File: src/rtl/mpt_pkg.sv
// Package for the memory pressure level tracker: widths, codes, types and
// the level re-evaluation function used by the core.
// No dependencies.
package mpt_pkg;

  localparam int MAX_LEVELS = 4;
  localparam int NUM_THR    = 4;
  localparam int THR_IDX_W  = $clog2(NUM_THR);
  localparam int CNT_W      = 32;
  localparam int LVL_W      = 3;
  localparam int FUNC_W     = 2;
  localparam int STAT_W     = 2;
  localparam int CFG_IDX_W  = 3;
  localparam int CFG_W      = 32;

  typedef logic [CNT_W-1:0]     cnt_t;
  typedef cnt_t [NUM_THR-1:0]   thr_arr_t;
  typedef logic [LVL_W-1:0]     lvl_t;

  // Function codes
  localparam logic [FUNC_W-1:0] FUNC_FREE  = 2'd0;
  localparam logic [FUNC_W-1:0] FUNC_ALLOC = 2'd1;
  localparam logic [FUNC_W-1:0] FUNC_APPLY = 2'd2;

  // Status codes
  localparam logic [STAT_W-1:0] STAT_OK     = 2'd0;
  localparam logic [STAT_W-1:0] STAT_NOMEM  = 2'd1;
  localparam logic [STAT_W-1:0] STAT_BADCFG = 2'd2;

  // Configuration register indexes
  localparam logic [CFG_IDX_W-1:0] CFG_THR0        = 3'd0;
  localparam logic [CFG_IDX_W-1:0] CFG_THR1        = 3'd1;
  localparam logic [CFG_IDX_W-1:0] CFG_THR2        = 3'd2;
  localparam logic [CFG_IDX_W-1:0] CFG_THR3        = 3'd3;
  localparam logic [CFG_IDX_W-1:0] CFG_LEVEL_COUNT = 3'd4;
  localparam logic [CFG_IDX_W-1:0] CFG_DEBOUNCE    = 3'd5;

  localparam lvl_t TOP_LEVEL = lvl_t'(MAX_LEVELS);

  typedef struct packed {
    lvl_t level;
    cnt_t lo;
    cnt_t hi;
  } eval_t;

  // Level is the first active watermark above the count; bounds are the
  // neighbouring watermarks widened by the debounce margin.
  function automatic eval_t mpt_reeval(thr_arr_t thr, lvl_t cnt, cnt_t deb, cnt_t f);
    eval_t           e;
    lvl_t            tgt;
    cnt_t            w;
    logic [CNT_W:0]  u;
    tgt = cnt;
    for (int i = NUM_THR - 1; i >= 0; i--) begin
      if ((lvl_t'(i) < cnt) && (thr[i] > f)) begin
        tgt = lvl_t'(i);
      end
    end
    e.level = tgt;
    e.lo    = '0;
    if ((tgt != '0) && (tgt <= lvl_t'(NUM_THR))) begin
      w = thr[THR_IDX_W'(tgt - lvl_t'(1))];
      e.lo = (w >= deb) ? (w - deb) : '0;
    end
    e.hi = '1;
    if ((tgt < cnt) && (tgt < lvl_t'(NUM_THR))) begin
      u = {1'b0, thr[THR_IDX_W'(tgt)]} + {1'b0, deb};
      e.hi = u[CNT_W] ? '1 : u[CNT_W-1:0];
    end
    return e;
  endfunction

endpackage

File: src/rtl/memory_pressure_level_tracker_core.sv
// Result path: an input transfer is held in the input register, then in the result register on out_valid.
// Throughput: one item per cycle while out_ready is high; the path that sets it is the free-count
// add/subtract followed by four parallel watermark compares and bound select.
// Reset (synchronous, rst_n low): free count 0, level 1, bounds 0 / all ones,
// one watermark at 0 active, staged registers at their reset values.
// Top level of the memory pressure level tracker; uses mpt_pkg.
module memory_pressure_level_tracker_core (
  input  logic                            clk,
  input  logic                            rst_n,
  // input channel
  input  logic                            in_valid,
  output logic                            in_ready,
  input  logic [mpt_pkg::FUNC_W-1:0]      in_func,
  input  logic [mpt_pkg::CNT_W-1:0]       in_page_count,
  input  logic                            in_delay_ok,
  // result channel
  output logic                            out_valid,
  input  logic                            out_ready,
  output logic [mpt_pkg::STAT_W-1:0]      out_status,
  output logic [mpt_pkg::LVL_W-1:0]       out_level,
  output logic                            out_level_changed,
  output logic [mpt_pkg::CNT_W-1:0]       out_free_pages_now,
  output logic                            out_pages_available,
  // configuration
  input  logic                            cfg_we,
  input  logic [mpt_pkg::CFG_IDX_W-1:0]   cfg_index,
  input  logic [mpt_pkg::CFG_W-1:0]       cfg_wdata
);

  // input register
  logic                          s1_valid_r;
  logic [mpt_pkg::FUNC_W-1:0]    s1_func_r;
  mpt_pkg::cnt_t                 s1_n_r;
  logic                          s1_delay_r;

  // staged and active configuration
  mpt_pkg::thr_arr_t             reg_thr_r, act_thr_r, act_thr_nxt;
  mpt_pkg::lvl_t                 reg_cnt_r, act_cnt_r, act_cnt_nxt;
  mpt_pkg::cnt_t                 reg_deb_r, act_deb_r, act_deb_nxt;

  // tracker state
  mpt_pkg::cnt_t                 free_r, free_nxt;
  mpt_pkg::lvl_t                 level_r, level_nxt;
  mpt_pkg::cnt_t                 lo_r, lo_nxt;
  mpt_pkg::cnt_t                 hi_r, hi_nxt;

  // result register
  logic                          out_valid_r;
  logic [mpt_pkg::STAT_W-1:0]    status_r, status_nxt;
  logic                          changed_r, changed_nxt;
  mpt_pkg::lvl_t                 out_level_r;
  mpt_pkg::cnt_t                 out_free_r;

  logic                          advance;
  logic                          fire;
  logic [mpt_pkg::CNT_W:0]       sum;
  mpt_pkg::cnt_t                 f_sat;
  mpt_pkg::cnt_t                 f_dec;
  mpt_pkg::cnt_t                 f_a;
  mpt_pkg::eval_t                ev_a, ev_b, ev_c;
  logic                          cfg_ok;
  mpt_pkg::lvl_t                 lvl1;
  mpt_pkg::cnt_t                 up1;

  // handshake: the input register moves on whenever the result register frees
  assign advance  = !out_valid_r || out_ready;
  assign fire     = s1_valid_r && advance;
  assign in_ready = !s1_valid_r || advance;

  // count arithmetic
  assign sum   = {1'b0, free_r} + {1'b0, s1_n_r};
  assign f_sat = sum[mpt_pkg::CNT_W] ? '1 : sum[mpt_pkg::CNT_W-1:0];
  assign f_dec = free_r - s1_n_r;
  assign f_a   = (s1_func_r == mpt_pkg::FUNC_FREE) ? f_sat : f_dec;

  // re-evaluation on the updated count, on the original count, and on the
  // staged configuration for apply
  assign ev_a = mpt_pkg::mpt_reeval(act_thr_r, act_cnt_r, act_deb_r, f_a);
  assign ev_b = mpt_pkg::mpt_reeval(act_thr_r, act_cnt_r, act_deb_r, free_r);
  assign ev_c = mpt_pkg::mpt_reeval(reg_thr_r, reg_cnt_r, reg_deb_r, free_r);

  // staged configuration check
  always_comb begin
    cfg_ok = (reg_cnt_r <= mpt_pkg::TOP_LEVEL);
    if ((reg_cnt_r != '0) && (reg_thr_r[0] < reg_deb_r)) begin
      cfg_ok = 1'b0;
    end
    for (int i = 1; i < mpt_pkg::NUM_THR; i++) begin
      if ((mpt_pkg::lvl_t'(i) < reg_cnt_r) && (reg_thr_r[i] <= reg_thr_r[i-1])) begin
        cfg_ok = 1'b0;
      end
    end
  end

  // item processing
  always_comb begin
    free_nxt    = free_r;
    level_nxt   = level_r;
    lo_nxt      = lo_r;
    hi_nxt      = hi_r;
    act_thr_nxt = act_thr_r;
    act_cnt_nxt = act_cnt_r;
    act_deb_nxt = act_deb_r;
    status_nxt  = mpt_pkg::STAT_OK;
    changed_nxt = 1'b0;
    lvl1        = level_r;
    up1         = hi_r;
    case (s1_func_r)
      mpt_pkg::FUNC_FREE: begin
        free_nxt = f_sat;
        if (f_sat >= hi_r) begin
          level_nxt   = ev_a.level;
          lo_nxt      = ev_a.lo;
          hi_nxt      = ev_a.hi;
          changed_nxt = 1'b1;
        end
      end
      mpt_pkg::FUNC_ALLOC: begin
        if (s1_n_r == '0) begin
          status_nxt = mpt_pkg::STAT_OK;
        end else if (s1_n_r == mpt_pkg::cnt_t'(1)) begin
          // single page: refused up front, never rolled back
          if (((level_r == '0) && s1_delay_r) || (free_r == '0)) begin
            status_nxt = mpt_pkg::STAT_NOMEM;
          end else begin
            free_nxt = f_dec;
            if (f_dec < lo_r) begin
              level_nxt   = ev_a.level;
              lo_nxt      = ev_a.lo;
              hi_nxt      = ev_a.hi;
              changed_nxt = 1'b1;
            end
          end
        end else if (s1_n_r > free_r) begin
          status_nxt = mpt_pkg::STAT_NOMEM;
        end else begin
          free_nxt = f_dec;
          if (f_dec < lo_r) begin
            level_nxt   = ev_a.level;
            lo_nxt      = ev_a.lo;
            hi_nxt      = ev_a.hi;
            changed_nxt = 1'b1;
            lvl1        = ev_a.level;
            up1         = ev_a.hi;
          end
          // out of memory with delay allowed: pages go back
          if ((lvl1 == '0) && s1_delay_r) begin
            free_nxt   = free_r;
            status_nxt = mpt_pkg::STAT_NOMEM;
            if (free_r >= up1) begin
              level_nxt   = ev_b.level;
              lo_nxt      = ev_b.lo;
              hi_nxt      = ev_b.hi;
              changed_nxt = 1'b1;
            end
          end
        end
      end
      mpt_pkg::FUNC_APPLY: begin
        if (cfg_ok) begin
          act_thr_nxt = reg_thr_r;
          act_cnt_nxt = reg_cnt_r;
          act_deb_nxt = reg_deb_r;
          level_nxt   = ev_c.level;
          lo_nxt      = ev_c.lo;
          hi_nxt      = ev_c.hi;
          changed_nxt = 1'b1;
        end else begin
          status_nxt = mpt_pkg::STAT_BADCFG;
        end
      end
      default: begin
        status_nxt = mpt_pkg::STAT_OK;
      end
    endcase
  end

  // input register
  always_ff @(posedge clk) begin
    if (!rst_n) begin
      s1_valid_r <= 1'b0;
    end else if (in_valid && in_ready) begin
      s1_valid_r <= 1'b1;
    end else if (fire) begin
      s1_valid_r <= 1'b0;
    end
    if (in_valid && in_ready) begin
      s1_func_r  <= in_func;
      s1_n_r     <= in_page_count;
      s1_delay_r <= in_delay_ok;
    end
  end

  // staged configuration writes
  always_ff @(posedge clk) begin
    if (!rst_n) begin
      reg_thr_r <= '0;
      reg_cnt_r <= mpt_pkg::lvl_t'(1);
      reg_deb_r <= '0;
    end else if (cfg_we) begin
      case (cfg_index)
        mpt_pkg::CFG_THR0:        reg_thr_r[0] <= cfg_wdata;
        mpt_pkg::CFG_THR1:        reg_thr_r[1] <= cfg_wdata;
        mpt_pkg::CFG_THR2:        reg_thr_r[2] <= cfg_wdata;
        mpt_pkg::CFG_THR3:        reg_thr_r[3] <= cfg_wdata;
        mpt_pkg::CFG_LEVEL_COUNT: reg_cnt_r    <= cfg_wdata[mpt_pkg::LVL_W-1:0];
        mpt_pkg::CFG_DEBOUNCE:    reg_deb_r    <= cfg_wdata;
        default:                  reg_cnt_r    <= reg_cnt_r;
      endcase
    end
  end

  // tracker state and active configuration
  always_ff @(posedge clk) begin
    if (!rst_n) begin
      free_r    <= '0;
      level_r   <= mpt_pkg::lvl_t'(1);
      lo_r      <= '0;
      hi_r      <= '1;
      act_thr_r <= '0;
      act_cnt_r <= mpt_pkg::lvl_t'(1);
      act_deb_r <= '0;
    end else if (fire) begin
      free_r    <= free_nxt;
      level_r   <= level_nxt;
      lo_r      <= lo_nxt;
      hi_r      <= hi_nxt;
      act_thr_r <= act_thr_nxt;
      act_cnt_r <= act_cnt_nxt;
      act_deb_r <= act_deb_nxt;
    end
  end

  // result register
  always_ff @(posedge clk) begin
    if (!rst_n) begin
      out_valid_r <= 1'b0;
    end else if (fire) begin
      out_valid_r <= 1'b1;
    end else if (out_ready) begin
      out_valid_r <= 1'b0;
    end
    if (fire) begin
      status_r    <= status_nxt;
      changed_r   <= changed_nxt;
      out_level_r <= level_nxt;
      out_free_r  <= free_nxt;
    end
  end

  assign out_valid           = out_valid_r;
  assign out_status          = status_r;
  assign out_level           = out_level_r;
  assign out_level_changed   = changed_r;
  assign out_free_pages_now  = out_free_r;
  assign out_pages_available = (out_level_r != '0);

endmodule

File: config.mk
export PLATFORM = sky130hd
export DESIGN_NAME = memory_pressure_level_tracker_core
export DESIGN_NICKNAME = d
export VERILOG_FILES = /design/src/rtl/mpt_pkg.sv /design/src/rtl/memory_pressure_level_tracker_core.sv
export SDC_FILE = /design/constraint.sdc
export NUM_CORES = 2
export LEC_CHECK = 0
export BUFFER_PORTS_ARGS = -buffer_cell sky130_fd_sc_hd__buf_2
export CORE_AREA = 5 5 432 264
export CTS_BUF_LIST = sky130_fd_sc_hd__clkbuf_8
export DETAILED_ROUTE_END_ITERATION = 8
export DIE_AREA = 0 0 437 269
export HOLD_SLACK_MARGIN = 0.06
export PLACE_DENSITY = 0.66
export SYNTH_ARGS = -nofsm -noshare
export SYNTH_HDL_FRONTEND = slang
export SYNTH_SLANG_ARGS = --single-unit
File: constraint.sdc
create_clock -name clk -period 17.5 [get_ports clk]
set_input_delay 2.625 -clock clk [delete_from_list [all_inputs] [get_ports clk]]
set_output_delay 2.625 -clock clk [all_outputs]
set_load 0.02 [all_outputs]
==> results.py <==
metrics = {
    "synth": {
        "synth_cells": 7051,
        "syn-num-nets": 8008,
        "synthDistinctLibCells": 94,
        "synth_edf_count": 73,
        "yosysTopAreaCell": "ha_1",
        "syn_area_um2": 54200,
        "ys_top_cells_by_area": "ha_1 (20%), dfxtp_1 (16%), a21oi_1 (7.9%)",
        "yosys_warnings": 0,
        "ys_seq_area_frac": 0.198,
        "synth_top_area_share": 0.202,
        "synth-seq-cells": 500,
        "synth_ff_type": "dfxtp_1",
        "synthArstFlopShare": 0,
        "synth.avg_cell_area_um2": 7.69,
    },
    "routing": {
        "post_drt_wl_per_cell_um": 30.4,
        "avgViaCountPerCell": 6.77,
        "ant_nets": 0,
        "top_layer_used": "met5",
        "drtIter0Drc": 8451,
        "wl_met3_um": 43200,
        "drt-met1-wl_um": 117000,
        "num_vias": 58100,
        "routed_wirelength_um": 262000,
        "drc": 0,
        "met2_length_um": 91300,
        "dr.pass1.iters": 9,
    },
    "critical_path": {
        "r2r_cells": 52,
        "cp-end-kind": "flop",
        "worst_ep_required_time_ns": 18.15,
        "path_max_fanout": 85,
        "reg2reg_setup_slack_ns": 1.09,
        "cp_slowest_stage_delay_ns": 1.01,
        "worstReg2RegStart": "free_r[0]",
        "startpoint_type": "flop",
        "critPathSlowestCell": "a221oi_1",
        "crit_type": "reg2reg",
        "crit_top_cell": "buf_4",
        "cp.arrival_ns": 17.06,
        "reg2reg_to": "hi_r[25]",
    },
    "clock_network": {
        "cts_max_path_buffers": 3,
        "cts_buffers": 85,
        "cts_tree": "built",
        "path_clk_slew_ns": 0.08,
        "cts_hold_buffers": 0,
        "cts_resized": 0,
        "cts_setup_buffers": 0,
        "htree_levels": 3,
        "clk_latency_ns": 0.86,
        "cts-root-buf": "clkbuf_8",
        "cts_sinks": 500,
    },
    "timing": {
        "fin_skew_ns": 0.0785,
        "tightest_slew_ns": 1.52,
        "min_period_ns": 16.41,
        "slew_headroom": -0.0231,
        "hold_viol": 0,
        "drv_slew": 8,
        "max_freq_mhz": 60.9,
        "setup_viol": 0,
        "fin_crit_sh": 0.938,
        "layout_setup_ws_ns": 1.09,
        "finalSetupTns_ns": 0,
        "rsz0062_at_grt": "no",
    },
    "place": {
        "dp_slack_ns": 2.10,
        "io_buffers": 115,
        "dp_hpwl_um": 211000,
        "placed_area_um2": 56600,
        "place.gp.congestion": 1.05,
    },
    "floorplan": {
        "die_w_um": 437,
        "pin_count": 116,
        "core-area_um2": 110000,
        "dieArea_um2": 118000,
        "fp-row-count": 95,
        "die_h_um": 269,
        "initial_core_util": 0.491,
    },
    "run_status": {
        "violations": "max-capacitance violations, max-slew violations",
        "status": "complete, but fails checks",
    },
    "flow_run": {
        "max-cap-violations": 3,
    },
    "min_path": {
        "hold_depth": 2,
        "holdCritPathClass": "reg2reg",
        "timing.hold.worst_endpoint": "lo_r[15]",
        "min-delay-start": "lo_r[15]",
    },
    "finish": {
        "nets": 8015,
        "drive_gt1_frac": 0.0819,
        "fin_area_um2": 58500,
        "area_growth_pct": 7.95,
        "fin_util": 0.530,
    },
    "global_route": {
        "grt_pass1_vias": 50600,
        "grt_usage": 0.425,
        "grt_first_pass_wirelength_um": 368000,
        "grt_overflow": 0,
        "grt_max_degree": 95,
        "antenna_found_initial": 8,
    },
    "pwr": {
        "peakVddDrop_mv": 0.0609,
        "leakage_nw": 25.1,
        "power_density_nw_per_um2": 69.6,
        "p_total_mw": 4.07,
    },
}
[metrics by stage]
stage               std cells  hold slack (ns)
floorplan                7051            0.441
global placement         8426            0.460
detailed placement       8426            0.458
CTS                      8586            0.472
global route             8589            0.493
finish                   8592            0.472
[synth_stat cells (all sizes together) (84+ instances only)]
library cell,instances
ha,874
o21ai,409
a21oi,858
nand4,137
nor3,95
nand2,1057
a21o,181
nand3,138
nor2b,84
nor2,303
xnor2,118
dfxtp,427
a211oi,187
inv,432
clkbuf,287
[worst max-delay path, delay by kind of cell, from the launching register on]
| family | cells | cell delay [ns] |
|---|---|---|
| AO/OA/AOI/OAI | 26 | 8.80 |
| adder cells (fa/ha/maj) | 6 | 2.04 |
| buffers and inverters | 8 | 1.79 |
| flip-flops | 1 | 0.30 |
| AND/OR/NAND/NOR | 12 | 3.16 |
[flip-flops by register name, indices dropped and copies added (netlist names)]
register and cells:
out_valid 1, free_r 32, level_r 3, reg_thr_r 128, s1_valid_r 1, out_level 3
s1_delay_r 1, lo_r 32, s1_n_r 32, out_status 2, s1_func_r 2, act_cnt_r 3
hi_r 32, reg_cnt_r 3, reg_deb_r 32, act_deb_r 32, act_thr_r 128, out_free_pages_now 32
out_level_changed 1
[worst max-delay path by stage]
stage / start / endpoint / slack (ns) / cells after the start
floorplan: s1_n_r[0] / hi_r[14] / 5.09 / 53
global placement: free_r[0] / hi_r[9] / 2.44 / 53
detailed placement: free_r[0] / hi_r[25] / 2.10 / 53
CTS: free_r[0] / hi_r[9] / 2.06 / 53
global route: free_r[0] / hi_r[25] / 0.90 / 53
finish: free_r[0] / hi_r[25] / 1.09 / 52
[layout make-up]
class	count	area, um2
repair buffers	258	1710
fillers	10800	51800
multi-input cells	5778	40700
diodes	6	15.0
clock inverters	62	541
well taps	1455	1820
inverters	435	1640
clock buffers	98	1350
flip-flops and latches	500	10700
[routing by layer]
| layer | global-route usage | vias to the layer above |
|---|---|---|
| met5 | 0.0146 | - |
| met4 | 0.137 | 4 |
| met3 | 0.196 | 411 |
| met2 | 0.524 | 3795 |
| met1 | 0.632 | 27700 |
| li1 | - | 26200 |
[kinds of logic (layout without fill, tap and decap cells)]
| family | Yosys count | count (layout) | synth area share |
|---|---|---|---|
| flip-flops | 500 | 500 | 0.198 |
| buffers and inverters | 773 | 853 | 0.0544 |
| other | 0 | 6 | 0 |
| XOR/XNOR | 190 | 190 | 0.0307 |
| multiplexers | 183 | 183 | 0.0494 |
| adder cells (fa/ha/maj) | 882 | 882 | 0.205 |
| AO/OA/AOI/OAI | 2366 | 2366 | 0.279 |
| AND/OR/NAND/NOR | 2157 | 2157 | 0.184 |
[placed cells by master, fill, tap and decap left out, drive strengths merged, types with 36 or more instances in the layout]
master  count
o221ai     46
mux2       36
edfxtp     73
and2       56
and3       42
nor4       52
o21bai     39
mux4       64
a21oi     858
a21o      181
inv       458
mux2i      83
o211ai     56
clkbuf     98
dfxtp     427
xnor2     118
nand3     138
a21boi     43
nor3       95
nor2b      84
ha        874
nor2      303
o21a       73
o31ai      37
xor2       72
nand4     137
a211oi    187
nand2    1057
o21ai     409
buf       258
a31oi      67
nand2b     64
[report_power, final]
part | switching [mW] | internal, mW
Sequential | 0.0543 | 1.20
Clock | 0.607 | 0.639
Combinational | 1.09 | 0.481
No activity file was read; power rests on OpenSTA's default activity.
